[src/design/sm83_alu_pkg.sv]
`timescale 1ns / 1ps
// ----------------------------------------------------------------------------
// sm83_alu_pkg
// Shared types and constants of the 8-bit ALU with flags: opcode codes,
// request and response payloads, decimal adjust constants.
// ----------------------------------------------------------------------------
package sm83_alu_pkg;

   typedef enum logic [4:0] {
      OP_ADD  = 5'd0,
      OP_ADC  = 5'd1,
      OP_SUB  = 5'd2,
      OP_SBC  = 5'd3,
      OP_AND  = 5'd4,
      OP_XOR  = 5'd5,
      OP_OR   = 5'd6,
      OP_CP   = 5'd7,
      OP_RLC  = 5'd8,
      OP_RRC  = 5'd9,
      OP_RL   = 5'd10,
      OP_RR   = 5'd11,
      OP_SLA  = 5'd12,
      OP_SRA  = 5'd13,
      OP_SWAP = 5'd14,
      OP_SRL  = 5'd15,
      OP_BIT  = 5'd16,
      OP_RES  = 5'd17,
      OP_SET  = 5'd18,
      OP_DAA  = 5'd19,
      OP_CPL  = 5'd20,
      OP_SCF  = 5'd21,
      OP_CCF  = 5'd22,
      OP_INC  = 5'd23,
      OP_DEC  = 5'd24
   } opcode_type;

   // decimal adjust
   localparam logic [7:0] DAA_BYTE_MAX  = 8'h99;
   localparam logic [3:0] DAA_DIGIT_MAX = 4'h9;
   localparam logic [7:0] DAA_CORR_HI   = 8'h60;
   localparam logic [7:0] DAA_CORR_LO   = 8'h06;

   typedef struct packed {
      logic [4:0] opcode;
      logic [7:0] acc;
      logic [7:0] operand;
      logic [2:0] bit_index;
      logic       zero_in;
      logic       subtract_in;
      logic       half_carry_in;
      logic       carry_in;
   } req_type;

   typedef struct packed {
      logic [7:0] result;
      logic       zero_out;
      logic       subtract_out;
      logic       half_carry_out;
      logic       carry_out;
   } rsp_type;

endpackage

[src/design/sm83_alu_unit.sv]
`timescale 1ns / 1ps
// ----------------------------------------------------------------------------
// sm83_alu_unit
// Combinational datapath: one request in, result byte and new flags out.
// ----------------------------------------------------------------------------
module sm83_alu_unit
   import sm83_alu_pkg::*;
(
   input  req_type req,
   output rsp_type rsp
);

   logic [7:0] a;
   logic [7:0] v;
   logic       cin;
   logic [8:0] add_sum;
   logic [4:0] add_half;
   logic [8:0] sub_diff;
   logic [4:0] sub_half;
   logic [7:0] bit_mask;
   logic [7:0] daa_corr;
   logic       daa_carry;
   logic [7:0] res;
   logic       z;
   logic       n;
   logic       h;
   logic       c;
   logic       set_zero;

   assign a = req.acc;
   assign v = req.operand;

   // carry or borrow in only for the with-carry forms
   assign cin = ((req.opcode == OP_ADC) || (req.opcode == OP_SBC)) ? req.carry_in : 1'b0;

   assign add_sum  = {1'b0, a} + {1'b0, v} + {8'd0, cin};
   assign add_half = {1'b0, a[3:0]} + {1'b0, v[3:0]} + {4'd0, cin};
   assign sub_diff = {1'b0, a} - {1'b0, v} - {8'd0, cin};
   assign sub_half = {1'b0, a[3:0]} - {1'b0, v[3:0]} - {4'd0, cin};

   assign bit_mask = 8'd1 << req.bit_index;

   always_comb begin
      daa_corr  = 8'd0;
      daa_carry = req.carry_in;
      if (req.half_carry_in || (!req.subtract_in && (a[3:0] > DAA_DIGIT_MAX))) begin
         daa_corr = daa_corr | DAA_CORR_LO;
      end
      if (req.carry_in || (!req.subtract_in && (a > DAA_BYTE_MAX))) begin
         daa_corr  = daa_corr | DAA_CORR_HI;
         daa_carry = 1'b1;
      end
   end

   always_comb begin
      res      = a;
      z        = req.zero_in;
      n        = req.subtract_in;
      h        = req.half_carry_in;
      c        = req.carry_in;
      set_zero = 1'b1;
      unique case (req.opcode)
         OP_ADD, OP_ADC: begin
            res = add_sum[7:0];
            c   = add_sum[8];
            h   = add_half[4];
            n   = 1'b0;
         end
         OP_SUB, OP_SBC: begin
            res = sub_diff[7:0];
            c   = sub_diff[8];
            h   = sub_half[4];
            n   = 1'b1;
         end
         OP_CP: begin
            // flags as for subtract, accumulator returned unchanged
            z        = (sub_diff[7:0] == 8'd0);
            c        = sub_diff[8];
            h        = sub_half[4];
            n        = 1'b1;
            set_zero = 1'b0;
         end
         OP_AND: begin res = a & v; n = 1'b0; h = 1'b1; c = 1'b0; end
         OP_XOR: begin res = a ^ v; n = 1'b0; h = 1'b0; c = 1'b0; end
         OP_OR:  begin res = a | v; n = 1'b0; h = 1'b0; c = 1'b0; end
         OP_RLC: begin res = {v[6:0], v[7]};            c = v[7]; n = 1'b0; h = 1'b0; end
         OP_RRC: begin res = {v[0], v[7:1]};            c = v[0]; n = 1'b0; h = 1'b0; end
         OP_RL:  begin res = {v[6:0], req.carry_in};    c = v[7]; n = 1'b0; h = 1'b0; end
         OP_RR:  begin res = {req.carry_in, v[7:1]};    c = v[0]; n = 1'b0; h = 1'b0; end
         OP_SLA: begin res = {v[6:0], 1'b0};            c = v[7]; n = 1'b0; h = 1'b0; end
         OP_SRA: begin res = {v[7], v[7:1]};            c = v[0]; n = 1'b0; h = 1'b0; end
         OP_SWAP: begin res = {v[3:0], v[7:4]};         c = 1'b0; n = 1'b0; h = 1'b0; end
         OP_SRL: begin res = {1'b0, v[7:1]};            c = v[0]; n = 1'b0; h = 1'b0; end
         OP_BIT: begin
            res      = v;
            z        = ~v[req.bit_index];
            n        = 1'b0;
            h        = 1'b1;
            set_zero = 1'b0;
         end
         OP_RES: begin res = v & ~bit_mask; set_zero = 1'b0; end
         OP_SET: begin res = v | bit_mask;  set_zero = 1'b0; end
         OP_DAA: begin
            res = req.subtract_in ? (a - daa_corr) : (a + daa_corr);
            c   = daa_carry;
            h   = 1'b0;
         end
         OP_CPL: begin res = ~a; n = 1'b1; h = 1'b1; set_zero = 1'b0; end
         OP_SCF: begin n = 1'b0; h = 1'b0; c = 1'b1;  set_zero = 1'b0; end
         OP_CCF: begin n = 1'b0; h = 1'b0; c = ~req.carry_in; set_zero = 1'b0; end
         OP_INC: begin
            res = v + 8'd1;
            h   = (v[3:0] == 4'hF);
            n   = 1'b0;
         end
         OP_DEC: begin
            res = v - 8'd1;
            h   = (v[3:0] == 4'h0);
            n   = 1'b1;
         end
         default: begin
            // unused codes pass everything through
            set_zero = 1'b0;
         end
      endcase
      if (set_zero) begin
         z = (res == 8'd0);
      end
   end

   assign rsp.result         = res;
   assign rsp.zero_out       = z;
   assign rsp.subtract_out   = n;
   assign rsp.half_carry_out = h;
   assign rsp.carry_out      = c;

endmodule

[src/design/cpu_alu_with_flags_core.sv]
`timescale 1ns / 1ps
// ----------------------------------------------------------------------------
// cpu_alu_with_flags_core
// 8-bit processor ALU with Z/N/H/C flags, registered in and out.
// ----------------------------------------------------------------------------
// usage
//  - request channel: drive req_data and raise start; a request is taken at
//    each rising edge where start is high and busy is low
//  - busy is only high while reset is asserted, so outside reset a request
//    can be issued every cycle
//  - response channel: rsp_strobe is high for exactly one cycle with the
//    result byte and the four new flags on rsp_data
//  - pipeline: request register then response register, with the
//    whole ALU operation done in the single logic stage between them
//  - throughput: one request per cycle outside reset, set by that single ALU stage
//  - the receiver has no way to stall; each response must be taken in its
//    strobe cycle, which keeps the pipeline free running
//  - reset (synchronous, active high) empties both stages, so no strobe
//    follows a request that was in flight when reset arrived
//  - responses come out in request order, one per request
// ----------------------------------------------------------------------------
module cpu_alu_with_flags_core
   import sm83_alu_pkg::*;
(
   input  logic    clock,
   input  logic    reset,
   input  logic    start,
   output logic    busy,
   input  req_type req_data,
   output logic    rsp_strobe,
   output rsp_type rsp_data
);

   // request stage
   logic    req_valid_ff;
   logic    req_valid_in;
   req_type req_ff;

   // response stage
   logic    rsp_valid_ff;
   rsp_type rsp_ff;
   rsp_type rsp_in;

   // no back pressure, only hold off while in reset
   assign busy = reset;

   assign req_valid_in = start && !busy;

   always_ff @(posedge clock) begin
      if (reset) begin
         req_valid_ff <= 1'b0;
         rsp_valid_ff <= 1'b0;
      end else begin
         req_valid_ff <= req_valid_in;
         rsp_valid_ff <= req_valid_ff;
      end
   end

   // payload registers load only on a live request
   always_ff @(posedge clock) begin
      if (req_valid_in) begin
         req_ff <= req_data;
      end
      if (req_valid_ff) begin
         rsp_ff <= rsp_in;
      end
   end

   // the whole operation in one pass
   sm83_alu_unit u_unit (
      .req (req_ff),
      .rsp (rsp_in)
   );

   assign rsp_strobe = rsp_valid_ff;
   assign rsp_data   = rsp_ff;

endmodule

[config.mk]
export PLATFORM = sky130hd
export DESIGN_NAME = cpu_alu_with_flags_core
export DESIGN_NICKNAME = d
export VERILOG_FILES = /design/src/design/sm83_alu_pkg.sv /design/src/design/sm83_alu_unit.sv /design/src/design/cpu_alu_with_flags_core.sv
export SDC_FILE = /design/constraint.sdc
export NUM_CORES = 1
export LEC_CHECK = 0
export ABC_AREA = 1
export BUFFER_PORTS_ARGS = -buffer_cell sky130_fd_sc_hd__buf_2
export CAP_MARGIN = 40
export CORE_MARGIN = 3
export CORE_UTILIZATION = 44
export DETAILED_ROUTE_END_ITERATION = 12
export REMOVE_ABC_BUFFERS = 1
export SYNTH_ARGS = -nofsm -noshare
export SYNTH_HDL_FRONTEND = slang
export SYNTH_SLANG_ARGS = --single-unit
[constraint.sdc]
create_clock -name clock -period 7.05 [get_ports clock]
set_input_delay 1.41 -clock clock [delete_from_list [all_inputs] [get_ports clock]]
set_output_delay 1.41 -clock clock [all_outputs]
set_load 0.05 [all_outputs]
==> results of run 1 <==
[worst max-delay path, stage by stage (launching register included)]
cell and delay, ns:
edfxtp_1 0.70, inv_1 0.43, nand3_1 0.23, nand2_1 0.19, inv_1 0.06, nor2_1 0.20
inv_1 0.09, fa_1 0.42, fa_1 0.40, inv_1 0.06, nand2_1 0.07, a21oi_1 0.28
o21bai_1 0.10, nand2_1 0.10, nand2_1 0.06, a21oi_1 0.18, xnor2_1 0.15, nor2_1 0.06
nor2_1 0.10, nand3_1 0.09
[through the flow]
| step | cells | total power (uW) | hold slack [ns] | util | worst slack, ns |
|---|---|---|---|---|---|
| 2_1_floorplan | 727 | 573 | 0.566 | - | 3.55 |
| 4_1_cts | 916 | 866 | 0.715 | 0.498 | 2.93 |
| 3_5_place_dp | 908 | 678 | 0.709 | 0.488 | 2.96 |
| 5_1_grt | 916 | 922 | 0.766 | 0.498 | 2.54 |
| 3_3_place_gp | 908 | 672 | 0.682 | 0.488 | 3.07 |
| 6_report | 916 | 871 | 0.724 | 0.498 | 2.84 |
[registers in the layout, summed over array words and instances (netlist names)]
register / count
req_valid_ff: 1
req_ff: 28
rsp_strobe: 1
rsp_data: 12
[layout make-up]
cell class	instances	area, um^2	area share
multi-input combinational	585	3040	0.589
tap	136	170	0.0329
sequential	42	1240	0.240
inverter	100	375	0.0727
clock buffer	7	76.3	0.0148
timing repair buffer	45	228	0.0441
clock inverter	1	30.0	0.00581
[placed cells by master (no fill, tap or decap), drive strengths merged]
cell	count
a221oi	1
o31ai	1
edfxtp	40
a21o	1
dfxtp	2
o21bai	1
clkbuf	7
o22ai	4
o211ai	5
buf	45
nand2	254
o21a	1
nand3b	4
inv	100
o311ai	1
a2111oi	1
bufinv	1
ha	37
o21ai	23
fa	5
xnor2	2
nor4	2
nand3	89
or2	3
nor2	101
nor3	5
a211oi	2
xor2	5
nand4	14
a21oi	23
[where the power goes]
part           internal (uW)  switching, uW  leakage (uW)
Clock                    106           83.6     0.0000524
Combinational            108            235       0.00220
Sequential               299           38.4      0.000390
[cells by family after synthesis]
| logic type | share of synthesized area |
|---|---|
| flops | 0.264 |
| xor+xnor | 0.0130 |
| compound gates | 0.0782 |
| simple gates | 0.436 |
| fa+ha+maj | 0.120 |
| buf+inv | 0.0891 |
[how the worst max path moves through the flow]
stage          startpoint           to  slack [ns]
6_report       req_ff[27]  rsp_data[0]        2.84
2_1_floorplan  req_ff[27]  rsp_data[0]        3.55
4_1_cts        req_ff[27]  rsp_data[0]        2.93
3_3_place_gp   req_ff[27]  rsp_data[0]        3.07
5_1_grt        req_ff[27]  rsp_data[0]        2.54
3_5_place_dp   req_ff[27]  rsp_data[0]        2.96
[per-layer routing]
layer  part of all wire  wire, um  track usage
met1               0.43      7500        0.426
met2               0.45      7930        0.476
met3              0.098      1730       0.0435
met5                  0         0            0
met4              0.027       476       0.0703
==> reports/metrics.yaml, run 1 <==
min_path:
  worstHoldStart: "req_valid_ff"
  hold_class: "reg -> reg"
  hold_end: "rsp_strobe"
  hold_depth: 2
timing:
  drv_slew: 0
  setup_viol: 0
  max_freq_mhz: 237
  period_share: 0.598
  finalHoldViolations: 0
  fin_setup_tns_ns: 0
  fin_worst_skew_ns: 0.0146
  rsz0062_at_grt: "no"
  period_minus_slack_ns: 4.21
  slew_headroom: 0.506
  worst_pin_slew_ns: 0.742
global_routing:
  grt_overflow: 0
  grt_pass1_vias: 4767
  grt_max_degree: 29
  gr-usage-all-layers: 0.298
  grt_antenna_before_repair: 0
  grt_first_pass_wirelength_um: 26600
cts:
  cts_buffers: 5
  cts_resized: 0
  clockRootBuffer: "clkbuf_8"
  cts.sinks: 42
  hold_buffers: 0
  htreeDepth: 2
  clk_pin_slew_ns: 0.09
  cts_setup_buffers: 0
  clock_path_buffers: 2
  clk_latency_ns: 0.30
  cts_tree: "yes"
flow_run:
  cap_violations: 0
die:
  die_y_um: 109
  num_rows: 37
  die_x_um: 109
  ios: 45
  coreArea_um2: 10400
  start_util: 0.453
  die_area_um2: 12000
synthesis:
  netlist_top_cells_area: "edfxtp_1, nand2_1, ha_1"
  synth_top_area_cell: "edfxtp_1"
  yosys_most_used_dff: "edfxtp_1"
  netlist.area_leader.share: 0.255
  ys_top_cells_by_count: "nand2_1, inv_1, nand3_1"
  synth-edff-count: 40
  yosys_warnings: 0
  async_reset_ff_frac: 0
  ys_seq_area_frac: 0.264
  synthDistinctLibCells: 38
  syn_area_um2: 4700
  syn_inst: 735
  syn_area_per_cell_um2: 6.40
  ys_ff_latch: 42
  synth.most_common_cell: "nand2_1"
critical_path:
  rr_worst_depth: 19
  crit_fanout: 19
  cp.arrival_ns: 4.25
  regToRegStartpoint: "req_ff[27]"
  cp.required_ns: 7.09
  path_class: "reg -> reg"
  start_kind: "flop"
  r2r-end: "rsp_data[0]"
  r2r_slack_ns: 2.84
  cp-end-kind: "flop"
power_and_ir_drop:
  ir_worst_vdd_v: 0.0000991
  leakage_uw: 0.00264
  p_per_area_nw_per_um2: 169
detailed_routing:
  ant_nets: 0
  first_pass_iters: 7
  drc: 0
  vias: 5183
  vias_per_cell: 5.66
  wl_per_cell_um: 19.3
  drt_wl_total_um: 17600
  first_iter_violations: 563
finish:
  num-fill-cells: 1105
  syn_to_final_growth_pct: 9.85
  drive_above_1_share: 0.113
  nets: 852
  final_area_um2: 5160
  n_antenna_cell: 0
run_status:
  outcome: "finished clean"
place:
  gp_congestion: 1.03
  dpl_cell_area_um2: 5060
  port_buffers: 44
  dp.final_hpwl_um: 13900
No activity file was read; power rests on OpenSTA's default activity.
==> run 2: changes to the inputs <==
Settings changed: ABC_AREA 1 to 0.
Clock period 7.05 ns to 4.25 ns, I/O delays scaled along.
==> run 2 against run 1 <==
First-iteration DRC count down 31%. Die area down 5.1%. Total power up 76%. Clock power up 110%. Final cell count down 25%. Worst hold slack worse by 0.060 ns. Cell area down 3.9%. Global-route usage down 0.63 points. Critical path depth down 7. Register-to-register slack worse by 2.6 ns. Critical path type unchanged. Critical endpoint is now rsp_data[3]. Highest routed layer unchanged.
==> reports/metrics.yaml, run 2 <==
timing:
  fin_worst_skew_ns: 0.0154
  fin_setup_tns_ns: 0
  period_minus_slack_ns: 4.01
  rsz0062_at_grt: "no"
  drv_slew: 0
  slew_headroom: 0.548
  setup_viol: 0
  max_freq_mhz: 249
  worst_pin_slew_ns: 0.678
  period_share: 0.944
  finalHoldViolations: 0
global_routing:
  gr-usage-all-layers: 0.292
  grt_first_pass_wirelength_um: 24800
  grt_max_degree: 43
  grt_overflow: 0
  grt_antenna_before_repair: 0
  grt_pass1_vias: 4290
die:
  num_rows: 36
  die_x_um: 107
  die_area_um2: 11400
  ios: 45
  coreArea_um2: 9820
  start_util: 0.453
  die_y_um: 107
finish:
  nets: 628
  drive_above_1_share: 0.165
  syn_to_final_growth_pct: 11.5
  largest_reg_flops: 28
  regMostFlops: "req_ff"
  n_antenna_cell: 0
  final_area_um2: 4960
  final_cell_mix: "buf_2, nor2_1, edfxtp_1, ha_1, nand2_1"
  layout_commonest_cell: "buf_2"
synthesis:
  synth_compound_area_frac: 0.239
  synth.area.mux_share: 0.0284
  ys_ff_latch: 42
  synth_top_area_cell: "edfxtp_1"
  yosys_most_used_dff: "edfxtp_1"
  netlist_top_cells_area: "edfxtp_1, ha_1, a21oi_1"
  synthAdderAreaFrac: 0.127
  synth.most_common_cell: "nor2_1"
  ys_seq_area_frac: 0.279
  synth_simple_gate_area_frac: 0.215
  async_reset_ff_frac: 0
  synth_top_family_by_area: "compound AO/OA/AOI/OAI gates"
  synthDistinctLibCells: 76
  ys_top_cells_by_count: "nor2_1, edfxtp_1, ha_1"
  syn_area_per_cell_um2: 8.66
  synth-edff-count: 40
  yosys_warnings: 0
  synthXorXnorAreaFrac: 0.0453
  syn_area_um2: 4450
  syn_inst: 514
  netlist.area_leader.share: 0.270
detailed_routing:
  drt_wl_total_um: 16400
  first_iter_violations: 390
  ant_nets: 0
  first_pass_iters: 6
  drc: 0
  vias: 4417
  wl_per_cell_um: 23.9
  vias_per_cell: 6.41
min_path:
  hold_depth: 2
  worstHoldStart: "req_ff[1]"
  hold_end: "rsp_data[1]"
  hold_class: "reg -> reg"
place:
  dpl_cell_area_um2: 4820
  dp.final_hpwl_um: 12200
  gp_congestion: 0.981
  port_buffers: 44
cts:
  htreeDepth: 2
  clockRootBuffer: "clkbuf_8"
  clock_path_buffers: 2
  cts_buffers: 5
  cts.sinks: 42
  clk_pin_slew_ns: 0.10
  cts_tree: "yes"
  cts_setup_buffers: 0
  hold_buffers: 0
  clk_latency_ns: 0.32
  cts_resized: 0
flow_run:
  cap_violations: 0
critical_path:
  regToRegStartpoint: "req_ff[27]"
  path_class: "reg -> reg"
  cp.required_ns: 4.38
  start_kind: "flop"
  rr_worst_depth: 12
  crit_fanout: 3
  cp.arrival_ns: 4.14
  cp-end-kind: "flop"
  r2r-end: "rsp_data[3]"
  r2r_slack_ns: 0.24
power_and_ir_drop:
  leakage_uw: 0.00196
  p_per_area_nw_per_um2: 309
  ir_worst_vdd_v: 0.000160
run_status:
  outcome: "finished clean"
==> run 2: cell types whose count changed after synthesis, sizes merged, moves of 18 or more <==
cell,before,now
nand2,254,37
nand3,89,17
nor2,101,41
inv,100,31
buf,5,23
==> run 2: cell families after synthesis <==
logic type | after synthesis
and+or+nand+nor | 183
AOI/OAI and AO/OA | 151
buffers and inverters | 63
adders and majority gates | 42
DFF | 42
xor gates and xnor gates | 23
muxes | 10
==> run 2: layout make-up <==
class                           instances  area, um^2
Multi-Input combinational cell        409        2920
Inverter                               31         116
Tap cell                              133         166
Clock inverter                          3        68.8
Timing Repair Buffer                   66         385
Fill cell                             997        4860
Sequential cell                        42        1240
Clock buffer                            5        68.8
==> run 2: worst max-delay path by stage <==
stage	start	to	depth (start not counted)	slack [ns]
after floorplan	req_ff[23]	rsp_data[3]	12	0.13
after global placement	req_ff[27]	rsp_data[3]	12	0.37
after detailed placement	req_ff[27]	rsp_data[3]	12	0.32
after CTS	req_ff[27]	rsp_data[3]	12	0.29
after global routing	req_ff[27]	rsp_data[3]	12	0.02
final	req_ff[27]	rsp_data[3]	12	0.24
==> run 2: metal layers <==
metal	global-route usage	wire length, um	part of all wire
met5	0	0	0
met4	0.159	1030	0.063
met3	0.0488	1450	0.088
met2	0.456	7240	0.44
met1	0.385	6720	0.41
==> run 2: stage by stage <==
step                setup slack (ns)  hold slack, ns  utilization  power, uW  std cells
CTS                            0.291           0.667        0.505       1530        689
floorplan                      0.133           0.586            -        935        482
finish                         0.239           0.664        0.505       1530        689
global placement               0.366           0.626        0.491       1120        681
detailed placement             0.316           0.644        0.491       1130        681
global route                  0.0204           0.698        0.505       1600        689
==> run 2: power breakdown <==
part,internal (uW),switching (uW)
sequential,493,41.2
clock,236,166
combinational,223,375
total,952,583
==> run 2: worst max-delay path: stages, from the launching register on <==
cell	delay (ns)
edfxtp_1	0.39
nor2b_1	0.19
nand3_1	0.19
fa_1	0.47
fa_1	0.43
nand2b_1	0.20
a21oi_1	0.27
xor2_1	0.22
o2111ai_1	0.12
or4_4	0.51
nor2_1	0.10
or4b_1	0.45
o41ai_2	0.29
==> run 3: changes to the inputs <==
Settings changed: BUFFER_PORTS_ARGS -buffer_cell sky130_fd_sc_hd__buf_2 to -buffer_cell sky130_fd_sc_hd__clkbuf_2.
==> run 3 against run 2 <==
Clock power fell by 26%. Combinational power fell by 1%. Clock skew fell by 0.0091 ns. Wire length fell by 3.1%. Sequential power barely moved. Cell area fell by 0.83%. Worst setup slack got worse by 0.017 ns. Largest power group unchanged.
==> reports/metrics.yaml, run 3 (same netlist as run 2, synthesis figures left out) <==
timing:
  finalHoldViolations: 0
  drv_slew: 0
  period_minus_slack_ns: 4.03
  worst_pin_slew_ns: 0.780
  period_share: 0.948
  rsz0062_at_grt: "no"
  setup_viol: 0
  fin_setup_tns_ns: 0
  slew_headroom: 0.479
  fin_worst_skew_ns: 0.00627
  max_freq_mhz: 248
run_status:
  outcome: "finished clean"
critical_path:
  cp-end-kind: "flop"
  cp_slowest_cell: "or4_4"
  worstPathCellList: "nor2_1, nand3_1, fa_1, fa_1, nand2b_1, a21oi_1, xor2_1, o2111ai_1, or4_4, nor2_1, or4b_1, o41ai_2"
  crit_fanout: 3
  path_class: "reg -> reg"
  cp.arrival_ns: 4.17
  cp.required_ns: 4.40
  critical_path_buf_inv_count: 0
  critPathMaxStageDelay_ns: 0.52
  path_delay_family: "simple AND/OR/NAND/NOR gates"
  start_kind: "flop"
power_and_ir_drop:
  p_switching_uw: 584
  p_per_area_nw_per_um2: 289
  p_int_uw: 838
  p_sw_frac: 0.411
  pwr-share-clk: 0.208
  p_total_uw: 1420
  ir_worst_vdd_v: 0.000171
  leakage_uw: 0.00195
  power_frac_comb: 0.416
  seqPwrFrac: 0.376
detailed_routing:
  drc: 0
  first_iter_violations: 646
  first_pass_iters: 6
  ant_nets: 0
  wl_per_cell_um: 23.1
  drt_wl_total_um: 15900
  vias: 4403
  vias_per_cell: 6.39
finish:
  nets: 628
  regMostFlops: "req_ff"
  layout_commonest_cell: "clkbuf_2"
  syn_to_final_growth_pct: 10.6
  final_area_um2: 4920
  num-fill-cells: 1011
  fin_cells: 689
  final_cell_mix: "clkbuf_2, nor2_1, edfxtp_1, ha_1, nand2_1"
  n_antenna_cell: 0
  drive_above_1_share: 0.165
  largest_reg_flops: 28
cts:
  cts.sinks: 42
  clk_pin_slew_ns: 0.10
  clock_path_buffers: 2
  cts_tree: "yes"
  clk_latency_ns: 0.32
  cts_setup_buffers: 0
  hold_buffers: 0
  cts_resized: 0
  clockRootBuffer: "clkbuf_8"
  cts_buffers: 5
  htreeDepth: 2
flow_run:
  cap_violations: 0
global_routing:
  grt_overflow: 0
  gr-usage-all-layers: 0.284
  grt_first_pass_wirelength_um: 24300
  grt_antenna_before_repair: 0
  grt_max_degree: 43
  grt_pass1_vias: 4191
place:
  dpl_cell_area_um2: 4820
  port_buffers: 44
  dp.final_hpwl_um: 12200
  dp.cells: 681
  gp_congestion: 0.997
die:
  die_y_um: 107
  die_area_um2: 11400
  ios: 45
  num_rows: 36
  die_x_um: 107
  start_util: 0.453
  coreArea_um2: 9820
min_path:
  hold_class: "reg -> reg"
[run 3: path summary, 6_finish.rpt]
| check | startpoint | end | slack (ns) | depth (start not counted) |
|---|---|---|---|---|
| worst min-delay path | req_ff[1] | rsp_data[1] | 0.65 | 2 |
| worst max register to register | req_ff[25] | rsp_data[3] | 0.22 | 12 |
| worst min register to register | req_ff[1] | rsp_data[1] | 0.65 | 2 |
| worst max-delay path | req_ff[25] | rsp_data[3] | 0.22 | 12 |
[run 3: power groups by stage]
stage / logic, uW / clock network, uW / registers, uW
4_1_cts: 582 / 303 / 534
5_1_grt: 637 / 319 / 538
3_3_place_gp: 577 / 0 / 543
6_report: 592 / 296 / 534
3_5_place_dp: 580 / 0 / 543
2_1_floorplan: 340 / 0 / 595
[run 3: layout make-up]
class,count,area (um^2),area share
clock inverter,3,27.5,0.00559
clock buffer,5,68.8,0.0140
sequential,42,1240,0.252
multi-input combinational,409,2920,0.592
timing repair buffer,66,385,0.0783
inverter,31,116,0.0236
tap,133,166,0.0338
[run 3: worst register-to-register path: stages (launching register included)]
cell and delay, ns:
edfxtp_1 0.39, nor2_1 0.19, nand3_1 0.19, fa_1 0.47, fa_1 0.42, nand2b_1 0.20
a21oi_1 0.30, xor2_1 0.21, o2111ai_1 0.14, or4_4 0.52, nor2_1 0.10, or4b_1 0.45
o41ai_2 0.28
[run 3: per-layer routing]
| layer | GRT usage | vias up | routed length, um | share of wire |
|---|---|---|---|---|
| li1 | - | 2010 | - | - |
| met1 | 0.377 | 2085 | 6570 | 0.41 |
| met2 | 0.437 | 252 | 7080 | 0.44 |
| met3 | 0.0638 | 56 | 1470 | 0.092 |
| met4 | 0.138 | 0 | 821 | 0.052 |
| met5 | 0 | - | 0 | 0 |
[run 3: per-stage QoR]
| step | util | setup slack [ns] | hold slack (ns) |
|---|---|---|---|
| 6_report | 0.501 | 0.222 | 0.648 |
| 2_1_floorplan | - | 0.133 | 0.586 |
| 3_5_place_dp | 0.491 | 0.333 | 0.630 |
| 3_3_place_gp | 0.491 | 0.393 | 0.624 |
| 4_1_cts | 0.501 | 0.296 | 0.652 |
| 5_1_grt | 0.501 | 0.0161 | 0.678 |
